[config.mk]
export PLATFORM = sky130hd
export DESIGN_NAME = pgg_ctrl
export DESIGN_NICKNAME = d
export VERILOG_FILES = /design/src/pgg_pkg.sv /design/src/pgg_ctrl.sv
export SDC_FILE = /design/constraint.sdc
export NUM_CORES = 1
export LEC_CHECK = 0
export ABC_AREA = 1
export BUFFER_PORTS_ARGS = -buffer_cell sky130_fd_sc_hd__buf_2
export CAP_MARGIN = 20
export CORE_AREA = 2 2 39 41
export DETAILED_ROUTE_END_ITERATION = 8
export DIE_AREA = 0 0 41 43
export PLACE_DENSITY = 0.5
export SLEW_MARGIN = 30
export SYNTH_ARGS = -nofsm -noshare
export SYNTH_HDL_FRONTEND = slang
export SYNTH_SLANG_ARGS = --single-unit
[constraint.sdc]
create_clock -name clock -period 0.85 [get_ports clock]
set_input_delay 0.1275 -clock clock [delete_from_list [all_inputs] [get_ports clock]]
set_output_delay 0.1275 -clock clock [all_outputs]
set_load 0.02 [all_outputs]
[src/pgg_pkg.sv]
// -----------------------------------------------------------------------------
// pgg_pkg
// Shared types, constants and coefficient functions for the pixel gamma and
// gain transform.
// -----------------------------------------------------------------------------
package pgg_pkg;

   localparam int DIM_W      = 13;
   localparam int CNT_W      = 24;
   localparam int ITER_N     = 24;
   localparam int MAX_DIM_DEF = 4096;

   localparam logic [7:0] CSR_GAIN  = 8'd0;
   localparam logic [7:0] CSR_GAMMA = 8'd1;
   localparam logic [7:0] CSR_ROWS  = 8'd2;
   localparam logic [7:0] CSR_COLS  = 8'd3;

   typedef struct packed {
      logic [7:0] pixel_in;
      logic       keep_in;
      logic       strobe_in;
      logic       user_in;
      logic       last_in;
      logic       stream_id_in;
      logic       dest_in;
   } req_type;

   typedef struct packed {
      logic [7:0] pixel_out;
      logic       keep_out;
      logic       strobe_out;
      logic       user_out;
      logic       last_out;
      logic       stream_id_out;
      logic       dest_out;
      logic       frame_end;
   } rsp_type;

   typedef enum logic [2:0] {
      ST_IDLE, ST_LOG, ST_EXPO, ST_POW, ST_SHIFT, ST_GAIN, ST_SCALE, ST_OUT
   } state_type;

   typedef struct packed {
      logic load;
      logic log_step;
      logic expo;
      logic pow_step;
      logic shift;
      logic gain;
      logic scale;
      logic out_load;
   } cmd_type;

   typedef struct packed {
      logic last_step;
      logic out_free;
   } status_type;

   typedef logic [ITER_N:0][31:0] coef_table_type;

   // integer square root, evaluated at elaboration only
   function automatic logic [63:0] isqrt64(logic [63:0] v_in);
      logic [63:0] v;
      logic [63:0] res;
      logic [63:0] bitv;
      v    = v_in;
      res  = '0;
      bitv = 64'd1 << 62;
      for (int s = 0; s < 32; s++) begin
         if (v >= res + bitv) begin
            v   = v - (res + bitv);
            res = (res >> 1) + bitv;
         end else begin
            res = res >> 1;
         end
         bitv = bitv >> 2;
      end
      return res;
   endfunction

   // 2^-(2^-i) factors in Q31, entry i for i = 1..24
   function automatic coef_table_type exp_coef_table();
      coef_table_type t;
      logic [63:0]    c;
      t = '0;
      c = 64'd1 << 30;
      for (int i = 1; i <= ITER_N; i++) begin
         c    = isqrt64(c << 31);
         t[i] = c[31:0];
      end
      return t;
   endfunction

endpackage

[src/pgg_ctrl.sv]
// -----------------------------------------------------------------------------
// pgg_ctrl
// Sequencer for one pixel: log2 iterations, exponent scale, exp2 iterations,
// shift, gain, output scale and output register load.
// -----------------------------------------------------------------------------
module pgg_ctrl
   import pgg_pkg::*;
(
   input  logic       clock,
   input  logic       reset,
   input  logic       req_valid,
   output logic       req_ready,
   input  status_type status,
   output cmd_type    cmd
);

   state_type state_ff;
   state_type state_in;

   // next state
   always_comb begin
      state_in = state_ff;
      unique case (state_ff)
         ST_IDLE:  if (req_valid) state_in = ST_LOG;
         ST_LOG:   if (status.last_step) state_in = ST_EXPO;
         ST_EXPO:  state_in = ST_POW;
         ST_POW:   if (status.last_step) state_in = ST_SHIFT;
         ST_SHIFT: state_in = ST_GAIN;
         ST_GAIN:  state_in = ST_SCALE;
         ST_SCALE: state_in = ST_OUT;
         ST_OUT:   if (status.out_free) state_in = ST_IDLE;
         default:  state_in = ST_IDLE;
      endcase
   end

   // outputs
   always_comb begin
      cmd       = '0;
      req_ready = 1'b0;
      unique case (state_ff)
         ST_IDLE: begin
            req_ready = 1'b1;
            cmd.load  = req_valid;
         end
         ST_LOG:   cmd.log_step = 1'b1;
         ST_EXPO:  cmd.expo     = 1'b1;
         ST_POW:   cmd.pow_step = 1'b1;
         ST_SHIFT: cmd.shift    = 1'b1;
         ST_GAIN:  cmd.gain     = 1'b1;
         ST_SCALE: cmd.scale    = 1'b1;
         ST_OUT:   cmd.out_load = status.out_free;
         default:  cmd          = '0;
      endcase
   end

   always_ff @(posedge clock) begin
      if (reset) begin
         state_ff <= ST_IDLE;
      end else begin
         state_ff <= state_in;
      end
   end

endmodule

==> results <==
- The run finished, with violations left.
- The final reports fail on setup timing.
- The remaining global-route overflow is 0.
- The number of antenna diodes in the final layout is 0.
- Yosys attributes the largest share of cell area to sky130_fd_sc_hd__dfxtp_1 (21%), sky130_fd_sc_hd__nand2_1 (10%), sky130_fd_sc_hd__nor2_1 (10%).
- The count of unresolved DRC violations after routing is 0.
- The top-level port count is 14.
- The total count of hold-check failures in the final report came to 0.
- The placed instances occupy a cell area of 457.9 µm².
- The number of buffers on the longest clock path is 2.
- The floorplan has 14 rows.
- At the worst endpoint, the required time is between 0.7 and 0.8 ns.
- The net count of the finished layout is between 80 and 90.
- After the first detailed-routing iteration, the DRC count stood at 3.
- The length of the first detailed-routing pass in iterations is 4.
- Power spread over the standard cell area amounts to 1907 nW/µm².
- The largest driver fanout on the critical path is 5.
- Of the total power, the clock network draws about 18%.
- Per report_power, the combinational group accounts for about 66% of the total.
- Across all register-to-register paths, the minimum setup slack is -0.30 ns.
- After detailed routing, the average wire length per cell comes to approximately 12 µm.
- The synthesized netlist cell count is 42.
- The count of final max-slew check failures is 0.
- In this run the worst setup path begins at state_ff[1]$_SDFFE_PP0P_.
- The global-route wire length before repair is ~1500 µm.
- The via count of the first global-routing pass was between 300 and 400.
- The count of flip-flops with a built-in enable after synthesis is 0.
- Compared with the post-synthesis result, the final layout area differs by 166.1%.
- Detailed placement ended at an HPWL of between 500 and 600 µm.
- The worst path setup slack after routing is -0.4114 ns.
- The floorplan step defined a die boundary enclosing 1763 µm².
- The starting utilization of the core area is between 20 and 25%.
- The clock transition at the registers of the reported paths is about 0.040 ns.
- After synthesis, the most frequently instantiated cells are sky130_fd_sc_hd__nand2_1 (8), sky130_fd_sc_hd__nor2_1 (8), sky130_fd_sc_hd__inv_1 (6).
- The met1 routed wirelength after detailed routing is roughly 450 µm.
- The share of total power dissipated in sequential elements is ~16%.
- The clock buffer count from CTS is 3.
- The critical path in this run is classified as reg2out.
- The Yosys step of the flow raised 0 warnings.
- More flip-flops sit in one register than any other, and that register is state_ff.
- The most frequently used flop master after synthesis is sky130_fd_sc_hd__dfxtp_1.
- The leakage power summed over all cells is slightly below 0.0004 µW.
- The flip-flop and latch area is ~70 µm².
- The startpoint type of the worst setup path is a flop.
- The layout cell share with drive strength beyond 1 is between 80% and 90%.
- The area of the core is 1384 µm².
- The upper clock frequency limit is 0.7928 GHz.
- The final-layout fill cell count is between 100 and 150.
- The initial antenna violation count is 0.
- The tightest hold path in the finished design has a slack of between 0.1 and 0.15 ns.
- Setup violations remaining at the end of the flow were counted as 12.
- At the end of the flow the core is filled with cells to 55.33%.
- The root buffer cell chosen for the clock tree is sky130_fd_sc_hd__clkbuf_4.
- The finished cells cover around 770 µm².
- The tool flagged a number of max-cap violations equal to 0.
- The total vias in the final route is 400.
- Data arrives at the worst endpoint at approximately 1.1 ns.
- The multi-input gate area in the final layout is approximately 280 µm².
- The die outline width is between 40 and 50 µm.
- The wire length on met2 is approximately 630 µm.
- A synthesized cell averages 6.852 µm².
- The clock drives 3 sinks.
- In the final layout, the registers with the most flip-flops are state_ff x3.
- The type of the most critical hold path is in2reg.
- The timing endpoint of the critical path is cmd[7].
- The number of unique standard cell types used by synthesis is 18.
- The synthesized design devotes to its leading area cell type a little over a fifth of total area.
- The number of nets produced by synthesis is 47.
- The remaining max-slew budget at the tightest pin is roughly 88%.
- TritonCTS built the clock tree.
- In this run the tool buffered the top-level ports with 13 buffer cells.
- The register with the most flip-flops in the layout has 3 of them.
- Sequential cells were found to cover a little over a fifth of the synthesized design area.
- Routability-driven placement finished with a final weighted congestion of between 0.6 and 0.7.
- At the pin with the least slew margin, the transition time is 0.1827 ns.
- Global routing used between 10% and 20% of the available tracks.
- The number of H-tree branching levels is 1.
- The worst-case vdd ir drop is between 0.6 and 0.7 mV.
- The startpoint identified for the worst register-to-register timing path is state_ff[0]$_SDFFE_PP0P_.
- The clock reaches the later pin of the worst-skew pair after between 0.2 and 0.25 ns.
- The fraction of registers with async set/reset is 0%.
- The number of cells traversed by the worst register-to-register path is 8.
- In this run the vertical extent of the chip is approximately 43 µm.
- The number of vias per cell is 4.348.
- Wire segments on met3 add up to approximately 36 µm in the final route.
- In this run the cell area of the synthesized design comes to around 290 µm².
- Of the total power, the share spent switching nets is roughly 41%.
- Setup repair after global routing could not meet its margin everywhere.
- The worst hold path passes through 4 cells.
- The switching power of the nets is 592.1 µW.
- The element type at the critical path end is a primary output.
- The portion of the clock cycle consumed by the worst path in the final layout is 148.4%.
- The critical register-to-register path endpoint is state_ff[1]$_SDFFE_PP0P_.
- Counting flops and latches in the post-synthesis netlist gives 3.
- Across the routed clock network, the largest skew measured is 0.008395 ns.
- The internal portion of total power is 868.4 µW.
- Wires add up to between 1000 and 1500 µm.
- Counting I/O delays and the setup requirement, the final critical path takes between 1 and 1.5 ns.
- The uppermost layer routed is met4.
- The dominant cell type by area after synthesis is sky130_fd_sc_hd__dfxtp_1.
- The post-detailed-route count of antenna-violating nets is 0.
- Entering global routing, the biggest net connects 7 pins.
-- cell families (layout without fill, tap and decap cells) --
logic type	after synthesis	after routing	synth area share, %
AO/OA/AOI/OAI	1	1	1.737
flip-flops	3	3	20.87
AND/OR/NAND/NOR	27	27	54.79
buffers and inverters	11	45	22.61
-- final cells by class --
class / count / share of cell area, %
inverters: 8 / 5.556
repair buffers: 33 / 41.99
multi-input cells: 28 / 37.09
flip-flops and latches: 3 / 9.314
well taps: 16 / 2.614
clock buffers: 4 / 3.431
-- power groups by stage --
stage / logic (µW) / registers [µW] / clock network, µW
final: 966 / 234 / 260
after global routing: 1020 / 238 / 302
after CTS: 786 / 221 / 267
after detailed placement: 536 / 223 / 0
after global placement: 534 / 224 / 0
after floorplan: 410 / 178 / 0
-- layer usage --
layer / vias to the layer above / GRT usage [%]
li1: 199 / -
met1: 188 / 11.54
met2: 11 / 21.25
met3: 2 / 4.712
met4: 0 / 12.00
met5: - / 0
-- cell usage in the layout (no fill, tap or decap) --
cell type,n
sky130_fd_sc_hd__nand2_2,2
sky130_fd_sc_hd__nor2_2,1
sky130_fd_sc_hd__nand4_1,1
sky130_fd_sc_hd__nor2_4,6
sky130_fd_sc_hd__nand4_2,1
sky130_fd_sc_hd__nand3b_4,1
sky130_fd_sc_hd__clkbuf_4,3
sky130_fd_sc_hd__buf_6,19
sky130_fd_sc_hd__inv_6,1
sky130_fd_sc_hd__inv_1,3
sky130_fd_sc_hd__nor2_1,3
sky130_fd_sc_hd__buf_4,9
sky130_fd_sc_hd__nand3_4,3
sky130_fd_sc_hd__buf_12,1
sky130_fd_sc_hd__inv_2,1
sky130_fd_sc_hd__nor4_4,1
sky130_fd_sc_hd__dfxtp_4,3
sky130_fd_sc_hd__inv_4,3
sky130_fd_sc_hd__buf_2,4
sky130_fd_sc_hd__nor3_2,2
sky130_fd_sc_hd__nand2_4,3
sky130_fd_sc_hd__clkbuf_1,1
sky130_fd_sc_hd__a21oi_2,1
sky130_fd_sc_hd__nand2_1,3
-- critical path, stage by stage, from the launching register on --
cell and delay [ns]:
sky130_fd_sc_hd__dfxtp_4 0.36, sky130_fd_sc_hd__buf_6 0.12, sky130_fd_sc_hd__nor4_4 0.25, sky130_fd_sc_hd__buf_4 0.18
-- how the worst min path moves through the flow --
stage,from,endpoint,slack [ns]
floorplan,reset,state_ff[2]$_SDFFE_PP0P_,0.30
global placement,reset,state_ff[2]$_SDFFE_PP0P_,0.40
detailed placement,reset,state_ff[2]$_SDFFE_PP0P_,0.40
CTS,reset,state_ff[2]$_SDFFE_PP0P_,0.14
global route,reset,state_ff[0]$_SDFFE_PP0P_,0.15
finish,reset,state_ff[0]$_SDFFE_PP0P_,0.15
-- metrics by stage --
step | setup TNS, ns | setup WS [ns] | instances | total power (µW)
CTS | -3.993 | -0.4079 | 90 | 1273
detailed placement | -2.528 | -0.2833 | 78 | 759.4
finish | -3.982 | -0.4114 | 92 | 1460
global placement | -2.554 | -0.2846 | 78 | 758.2
global route | -4.652 | -0.4640 | 92 | 1564
floorplan | -0.7016 | -0.09470 | 42 | 588.0
-- repair_timing --
item | in CTS | in global routing
buffers inserted | 8 | 4
pin swaps | 5 | 11
setup endpoints to repair | 12 | 12
gates resized for setup | 34 | 23
hold buffers | 0 | 0
(Power assumes the default switching activity.)
